### config.mk
export PLATFORM = sky130hd
export DESIGN_NAME = uf2_block_write_tracker_top
export DESIGN_NICKNAME = d
export VERILOG_FILES = /design/src/hdl/uf2bwt_pkg.sv /design/src/hdl/uf2bwt_check.sv /design/src/hdl/uf2_block_write_tracker_top.sv
export SDC_FILE = /design/constraint.sdc
export NUM_CORES = 2
export LEC_CHECK = 0
export BUFFER_PORTS_ARGS = -buffer_cell sky130_fd_sc_hd__buf_4
export CORE_ASPECT_RATIO = 1.1
export CORE_MARGIN = 5
export CORE_UTILIZATION = 53
export DETAILED_ROUTE_END_ITERATION = 8
export PLACE_DENSITY = 0.71
export RECOVER_POWER = 50
export SYNTH_ARGS = -nofsm -noshare
export SYNTH_HDL_FRONTEND = slang
export SYNTH_SLANG_ARGS = --single-unit
### constraint.sdc
create_clock -name clk_i -period 26.8 [get_ports clk_i]
set_input_delay 5.36 -clock clk_i [delete_from_list [all_inputs] [get_ports clk_i]]
set_output_delay 5.36 -clock clk_i [all_outputs]
set_load 0.01 [all_outputs]
### src/hdl/uf2bwt_pkg.sv
package uf2bwt_pkg;

  // Tracker sizing
  localparam int unsigned MAX_BLOCKS   = 2048;
  localparam int unsigned BLOCK_BYTES  = 256;
  localparam int unsigned BNUM_W       = $clog2(MAX_BLOCKS);
  localparam int unsigned CNT_W        = BNUM_W + 1;
  localparam int unsigned ROW_W        = 8;
  localparam int unsigned BIT_W        = $clog2(ROW_W);
  localparam int unsigned ROWS         = MAX_BLOCKS / ROW_W;
  localparam int unsigned ROW_AW       = $clog2(ROWS);
  localparam int unsigned PAY_AW       = $clog2(BLOCK_BYTES);

  localparam logic [31:0] TOTAL_LOCKED = 32'hffff_ffff;

  // Stream widths
  localparam int unsigned IN_W   = 9 * 32;
  localparam int unsigned OUT_RW = 2 + 1 + 32 + 1;
  localparam int unsigned OUT_W  = ((OUT_RW + 7) / 8) * 8;

  // Configuration port
  localparam int unsigned CFG_AW = 3;

  typedef enum logic [CFG_AW-1:0] {
    CFG_FAMILY_CODE      = 3'd0,
    CFG_FLASH_START      = 3'd1,
    CFG_FLASH_SIZE       = 3'd2,
    CFG_MAGIC_FIRST      = 3'd3,
    CFG_MAGIC_SECOND     = 3'd4,
    CFG_MAGIC_FINAL      = 3'd5,
    CFG_NOFLASH_MASK     = 3'd6,
    CFG_FAMILY_FLAG_MASK = 3'd7
  } cfg_idx_e;

  typedef enum logic [1:0] {
    ST_BAD_MAGIC    = 2'd0,
    ST_WRONG_FAMILY = 2'd1,
    ST_BAD_TARGET   = 2'd2,
    ST_WRITTEN      = 2'd3
  } status_e;

  // Header word, start_word_a in the lowest bits
  typedef struct packed {
    logic [31:0] end_word;
    logic [31:0] block_family;
    logic [31:0] total_blocks;
    logic [31:0] block_number;
    logic [31:0] payload_bytes;
    logic [31:0] target_address;
    logic [31:0] block_flags;
    logic [31:0] start_word_b;
    logic [31:0] start_word_a;
  } hdr_t;

  typedef struct packed {
    logic [31:0] family_code;
    logic [31:0] flash_start;
    logic [31:0] flash_size;
    logic [31:0] magic_first;
    logic [31:0] magic_second;
    logic [31:0] magic_final;
    logic [31:0] noflash_mask;
    logic [31:0] family_flag_mask;
  } cfg_t;

  // Header check result
  typedef struct packed {
    status_e status;
    logic    counts;    // accepted block with nonzero total
    logic    in_range;  // block number below MAX_BLOCKS
    logic    big_total; // total at or above MAX_BLOCKS
  } chk_t;

endpackage

### src/hdl/uf2bwt_check.sv
module uf2bwt_check (
  input  uf2bwt_pkg::hdr_t hdr_i,
  input  uf2bwt_pkg::cfg_t cfg_i,
  output uf2bwt_pkg::chk_t chk_o
);

  logic magic_ok;
  logic family_ok;
  logic target_bad;

  // Magic and family checks
  assign magic_ok  = (hdr_i.start_word_a == cfg_i.magic_first) &&
                     (hdr_i.start_word_b == cfg_i.magic_second) &&
                     (hdr_i.end_word == cfg_i.magic_final);
  assign family_ok = ((hdr_i.block_flags & cfg_i.family_flag_mask) != 32'd0) &&
                     (hdr_i.block_family == cfg_i.family_code);

  // Target checks
  assign target_bad =
      ((hdr_i.block_flags & cfg_i.noflash_mask) != 32'd0) ||
      (hdr_i.payload_bytes != 32'(uf2bwt_pkg::BLOCK_BYTES)) ||
      (hdr_i.target_address[uf2bwt_pkg::PAY_AW-1:0] != '0) ||
      (hdr_i.target_address < cfg_i.flash_start) ||
      (hdr_i.target_address >= cfg_i.flash_size);

  always_comb begin
    if (!magic_ok) begin
      chk_o.status = uf2bwt_pkg::ST_BAD_MAGIC;
    end else if (!family_ok) begin
      chk_o.status = uf2bwt_pkg::ST_WRONG_FAMILY;
    end else if (target_bad) begin
      chk_o.status = uf2bwt_pkg::ST_BAD_TARGET;
    end else begin
      chk_o.status = uf2bwt_pkg::ST_WRITTEN;
    end
    chk_o.counts    = magic_ok && family_ok && (hdr_i.total_blocks != 32'd0);
    chk_o.in_range  = (hdr_i.block_number[31:uf2bwt_pkg::BNUM_W] == '0);
    chk_o.big_total = (hdr_i.total_blocks[31:uf2bwt_pkg::BNUM_W] != '0);
  end

endmodule

### src/hdl/uf2_block_write_tracker_top.sv
// Channel   Dir  Width  Contents
// s_axis    in   288    header word: start_word_a .. end_word, 32 bits each
// m_axis    out  40     block_status, flash_write, flash_address, all_done
// cfg       in   3+32   register index and write data, no read-back
//
// One header word per cycle, sustained while the output is taken; the header is
// checked as its word is taken, and its result word goes through the update stage
// (bitmap read-modify-write) and then the output register.
// Rate is set by the seen-block bitmap memory: one read at accept, one write
// as the word leaves the update stage, with forwarding between neighbors.
// Reset clears the per-row valid bits at once, so no clearing pass is needed.
// A stalled output holds one result while one more word waits in the update stage.
module uf2_block_write_tracker_top (
  input  logic                          clk_i,
  input  logic                          rst_ni,
  // start_word_a, start_word_b, block_flags, target_address, payload_bytes,
  // block_number, total_blocks, block_family, end_word (32 bits each)
  input  logic                          s_axis_tvalid,
  output logic                          s_axis_tready,
  input  logic [uf2bwt_pkg::IN_W-1:0]   s_axis_tdata,
  // block_status[1:0], flash_write[2], flash_address[34:3], all_done[35]
  output logic                          m_axis_tvalid,
  input  logic                          m_axis_tready,
  output logic [uf2bwt_pkg::OUT_W-1:0]  m_axis_tdata,
  input  logic                          cfg_we_i,
  input  logic [uf2bwt_pkg::CFG_AW-1:0] cfg_idx_i,
  input  logic [31:0]                   cfg_data_i
);

  localparam int unsigned RowAw = uf2bwt_pkg::ROW_AW;
  localparam int unsigned BitW  = uf2bwt_pkg::BIT_W;
  localparam int unsigned RowW  = uf2bwt_pkg::ROW_W;
  localparam int unsigned CntW  = uf2bwt_pkg::CNT_W;

  uf2bwt_pkg::hdr_t hdr;
  uf2bwt_pkg::cfg_t cfg_q;
  uf2bwt_pkg::chk_t chk;

  logic s_acc;
  logic s1_adv;
  logic [RowAw-1:0] in_row;

  // Update stage
  logic                    s1_v_q;
  uf2bwt_pkg::chk_t        s1_chk_q;
  logic [31:0]             s1_addr_q;
  logic [31:0]             s1_total_q;
  logic [RowAw-1:0]        s1_row_q;
  logic [BitW-1:0]         s1_bit_q;
  logic [RowW-1:0]         rd_data_q;
  logic                    rd_vld_q;
  logic                    fwd_hit_q;
  logic [RowW-1:0]         fwd_data_q;

  // Tracker state
  logic [31:0]             exp_q;
  logic [31:0]             exp_d;
  logic [CntW-1:0]         cnt_q;
  logic [CntW-1:0]         cnt_inc;
  logic [uf2bwt_pkg::ROWS-1:0] row_vld_q;
  logic [RowW-1:0]         map_mem [uf2bwt_pkg::ROWS];

  logic [RowW-1:0]         cur_row;
  logic [RowW-1:0]         new_row;
  logic                    bit_new;
  logic                    wr_en;
  logic                    done;
  logic                    flash_wr;

  // Output register
  logic                    out_v_q;
  logic [uf2bwt_pkg::OUT_W-1:0] out_data_q;

  assign hdr    = uf2bwt_pkg::hdr_t'(s_axis_tdata);
  assign in_row = hdr.block_number[uf2bwt_pkg::BNUM_W-1:BitW];

  uf2bwt_check u_check (
    .hdr_i (hdr),
    .cfg_i (cfg_q),
    .chk_o (chk)
  );

  // Handshake
  assign s1_adv        = s1_v_q && (!out_v_q || m_axis_tready);
  assign s_axis_tready = !s1_v_q || s1_adv;
  assign s_acc         = s_axis_tvalid && s_axis_tready;
  assign m_axis_tvalid = out_v_q;
  assign m_axis_tdata  = out_data_q;

  // Configuration registers
  always_ff @(posedge clk_i or negedge rst_ni) begin
    if (!rst_ni) begin
      cfg_q.family_code      <= 32'd0;
      cfg_q.flash_start      <= 32'd0;
      cfg_q.flash_size       <= 32'h0004_0000;
      cfg_q.magic_first      <= 32'h0A32_4655;
      cfg_q.magic_second     <= 32'h9E5D_5157;
      cfg_q.magic_final      <= 32'h0AB1_6F30;
      cfg_q.noflash_mask     <= 32'h0000_0001;
      cfg_q.family_flag_mask <= 32'h0000_2000;
    end else if (cfg_we_i) begin
      case (uf2bwt_pkg::cfg_idx_e'(cfg_idx_i))
        uf2bwt_pkg::CFG_FAMILY_CODE:      cfg_q.family_code      <= cfg_data_i;
        uf2bwt_pkg::CFG_FLASH_START:      cfg_q.flash_start      <= cfg_data_i;
        uf2bwt_pkg::CFG_FLASH_SIZE:       cfg_q.flash_size       <= cfg_data_i;
        uf2bwt_pkg::CFG_MAGIC_FIRST:      cfg_q.magic_first      <= cfg_data_i;
        uf2bwt_pkg::CFG_MAGIC_SECOND:     cfg_q.magic_second     <= cfg_data_i;
        uf2bwt_pkg::CFG_MAGIC_FINAL:      cfg_q.magic_final      <= cfg_data_i;
        uf2bwt_pkg::CFG_NOFLASH_MASK:     cfg_q.noflash_mask     <= cfg_data_i;
        uf2bwt_pkg::CFG_FAMILY_FLAG_MASK: cfg_q.family_flag_mask <= cfg_data_i;
        default: ;
      endcase
    end
  end

  // Update stage valid
  always_ff @(posedge clk_i or negedge rst_ni) begin
    if (!rst_ni) begin
      s1_v_q <= 1'b0;
    end else if (s_acc) begin
      s1_v_q <= 1'b1;
    end else if (s1_adv) begin
      s1_v_q <= 1'b0;
    end
  end

  // Update stage payload; forward the row written on this same edge
  always_ff @(posedge clk_i) begin
    if (s_acc) begin
      s1_chk_q   <= chk;
      s1_addr_q  <= hdr.target_address;
      s1_total_q <= hdr.total_blocks;
      s1_row_q   <= in_row;
      s1_bit_q   <= hdr.block_number[BitW-1:0];
      rd_vld_q   <= row_vld_q[in_row];
      fwd_hit_q  <= wr_en && (s1_row_q == in_row);
      fwd_data_q <= new_row;
    end
  end

  // Bitmap memory, read at accept, written as the update stage retires
  always_ff @(posedge clk_i) begin
    if (s_acc) begin
      rd_data_q <= map_mem[in_row];
    end
    if (wr_en) begin
      map_mem[s1_row_q] <= new_row;
    end
  end

  // Row view with forwarding and valid bits
  always_comb begin
    if (fwd_hit_q) begin
      cur_row = fwd_data_q;
    end else if (rd_vld_q) begin
      cur_row = rd_data_q;
    end else begin
      cur_row = '0;
    end
    new_row           = cur_row;
    new_row[s1_bit_q] = 1'b1;
    bit_new           = s1_chk_q.in_range && !cur_row[s1_bit_q];
  end

  // Total latch and completion test
  always_comb begin
    exp_d = exp_q;
    if (s1_total_q != exp_q) begin
      if (s1_chk_q.big_total || (exp_q != 32'd0)) begin
        exp_d = uf2bwt_pkg::TOTAL_LOCKED;
      end else begin
        exp_d = s1_total_q;
      end
    end
    cnt_inc  = cnt_q + CntW'(1);
    wr_en    = s1_adv && s1_chk_q.counts && bit_new;
    done     = s1_chk_q.counts && bit_new && (32'(cnt_inc) >= exp_d);
    flash_wr = (s1_chk_q.status == uf2bwt_pkg::ST_WRITTEN);
  end

  // Tracker state
  always_ff @(posedge clk_i or negedge rst_ni) begin
    if (!rst_ni) begin
      exp_q     <= 32'd0;
      cnt_q     <= '0;
      row_vld_q <= '0;
    end else begin
      if (s1_adv && s1_chk_q.counts) begin
        exp_q <= exp_d;
      end
      if (wr_en) begin
        cnt_q               <= cnt_inc;
        row_vld_q[s1_row_q] <= 1'b1;
      end
    end
  end

  // Output register
  always_ff @(posedge clk_i or negedge rst_ni) begin
    if (!rst_ni) begin
      out_v_q <= 1'b0;
    end else if (s1_adv) begin
      out_v_q <= 1'b1;
    end else if (m_axis_tready) begin
      out_v_q <= 1'b0;
    end
  end

  always_ff @(posedge clk_i) begin
    if (s1_adv) begin
      out_data_q <= uf2bwt_pkg::OUT_W'({done,
                                        (flash_wr ? s1_addr_q : 32'd0),
                                        flash_wr,
                                        s1_chk_q.status});
    end
  end

endmodule

==> flow_summary.toml <==
[run_status]
status = "finished with violations"
violations = "max-capacitance violations, max-slew violations"

[clock_tree]
cts_root_buffer = "clkbuf_16"
path_clk_slew_ps = 60
cts_tree = "built"
cts_setup_buffers = 0
cts_buffer_depth = 4
postCtsHoldBufs = 0
cts_htree_levels = 5
clock_latency_ps = 940
cts_resized = 0
cts_buffers = 290
clock-sinks = 2740

[synthesis]
yosysMostFrequentCell = "edfxtp_1"
async_reset_ff_share_pct = 20.4
synthTopCellsByArea = "edfxtp_1 60%, dfrtp_1 12%, mux4_2 11%"
synth_seq_cells = 2740
yosys-top-cells-count = "2182 x edfxtp_1, 541 x mux4_2, 511 x dfrtp_1"
synth_top_cell_by_area = "edfxtp_1"
yosysSeqAreaShare_pct = 72.8
yosys_warnings = 0
synth_cell_types = 60
synth_area_per_cell_sq_um = 18.3
syn_area_sq_mm = 0.109
ys_dominant_reg_cell = "edfxtp_1"
synth_edf_count = 2182
synth_top_area_share_pct = 59.9
syn_inst = 5959

[setup_path]
cp_max_fo = 127
cp-start-kind = "input pin"
reg2regPathDepth = 4
path_class = "input pin to flip-flop"
r2r_start = "fwd_hit_q"
critical_path.max_stage_delay_ps = 5910
path_cells = "buf_8 > clkbuf_1 > buf_4 > mux4_2 > o22ai_1 > nor3_1 > a31oi_1 > nor4_1"
cp.required_ps = 27520
cp-end-kind = "flip-flop"
cp_slowest_cell = "clkbuf_1"
cp.arrival_ps = 15670
startpoint = "s_axis_tdata[164]"

[detailed_routing]
dr.pass1.iters = 5
vias = 58300
ant_nets = 0
remaining_drc_errors = 0
drt_wl_total_mm = 265
via_per_inst = 6.24
wl_per_cell_microns = 28.4
first_iter_violations = 6284

[floorplanning]
die_w_microns = 443
ios = 370
start_util_pct = 53.4
rows = 174
die-area_sq_mm = 0.215
fp.coreArea_sq_mm = 0.205
die_h_microns = 486

[power]
powerDensity_mw_per_mm2 = 77.0
p_leak_nw = 42.5
total_power_w = 0.00953
ir_drop_v = 0.0000614

[grt]
grt_usage_pct = 24.4
grt_pass1_vias = 60000
grt-ovfl-total = 0
grt_max_degree = 258
grt_pass1_wl_mm = 395
antenna_found_initial = 15

[timing]
layout_min_cycle_time_ps = 14950
fin_worst_skew_ps = 62.0
hold_viol = 0
max_slew_margin_pct = -672
rsz0062_at_grt = "no"
drv_slew = 2956
fin_setup_tns_ps = 0
finalCritPeriodShare_pct = 55.8
tightestPinTransition_ps = 11580
setup_viol = 0
fmax_ghz = 0.0669

[flow_run]
max_cap_viol_count = 37

[place]
port-buffer-count = 365
place_area_sq_mm = 0.115
globalplace.congestion = 0.862
dp_hpwl_mm = 163

[worst_hold_path]
hold_path.class = "flip-flop to flip-flop"
hp-start = "row_vld_q[113]"
min_path_cells = 1

[finish]
area_growth_pct = 13.2
utilization_pct = 60.4
drive_above_1_share_pct = 23.8
nFillCells = 14600
nNetsFinal = 6788
stdcell_area_sq_mm = 0.124
kinds of logic after synthesis:
family                   synth area share (%)
AO/OA/AOI/OAI                            5.25
XOR/XNOR                                 1.51
adder cells (fa/ha/maj)                 0.870
buffers and inverters                    1.56
flip-flops                               72.8
multiplexers                             14.4
other                                 0.00343
AND/OR/NAND/NOR                          3.65
path summary, 6_finish.rpt:
check,endpoint,slack (ps)
setup / recovery,rd_data_q[6],11850
hold / removal,row_vld_q[113],470
setup reg to reg,map_mem[52][7],15180
hold reg to reg,row_vld_q[113],470
max in group asynchronous,row_vld_q[33],14530
min in group asynchronous,exp_q[19],6480
worst max-delay path, delay by kind of cell:
kind	cells	cell delay (ps)
buffers and inverters	3	7940
and+or+nand+nor	2	1100
AOI/OAI and AO/OA	2	530
muxes	1	380
stage by stage:
| stage | setup slack (ps) | std cells | hold WS [ps] |
|---|---|---|---|
| after floorplan | 13450 | 5962 | 438 |
| after global placement | 15520 | 8820 | 452 |
| after detailed placement | 15540 | 8820 | 456 |
| after CTS | 15610 | 9322 | 472 |
| after global routing | 11580 | 9331 | 481 |
| final | 11850 | 9335 | 469 |
state kept, by name, indices dropped and copies added (netlist names), 3 cells and up:
register and flops:
cnt_q 12, s1_addr_q 32, s1_row_q 8, exp_q 32, s1_bit_q 3, s1_chk_q 5
row_vld_q 256, rd_data_q 8, s1_total_q 32, m_axis_tdata 36, map_mem 2048, fwd_data_q 8
cfg_q 256
power breakdown:
part	internal [W]	total (W)	switching [W]
logic	0.000266	0.000692	0.000426
clock network	0.00233	0.00393	0.00160
registers	0.00485	0.00491	0.0000658
total	0.00744	0.00953	0.00209
placed cells by master, fill, tap and decap left out, drive strengths merged, types with 111 or more instances in the layout:
master  synthesis  final
clkbuf        164    491
nor2          353    353
mux2i         135    135
nand2         212    212
mux2          196    196
mux4          541    541
o22ai         128    128
dfrtp         511    511
o21bai        259    259
buf           156    343
a22oi         111    111
edfxtp       2182   2182
layout make-up:
type / instances / area [sq um] / area share, %
multi-input combinational: 2835 / 28200 / 22.8
timing repair buffer: 450 / 3060 / 2.47
clock inverter: 118 / 1240 / 1.01
inverter: 67 / 251 / 0.203
sequential: 2740 / 79500 / 64.3
clock buffer: 384 / 7980 / 6.45
antenna: 13 / 32.5 / 0.0263
tap: 2728 / 3410 / 2.76
routing by layer:
layer	global-route usage [%]	share of wire [%]	routed length, microns	up-vias
met2	39.9	49	130000	2591
met4	9.74	4.4	11700	2
met5	0	0.0049	13	-
met3	4.65	7.9	21100	559
li1	-	-	-	24700
met1	32.9	38	102000	30500
Note: power is estimated with default switching activity, not from simulation.
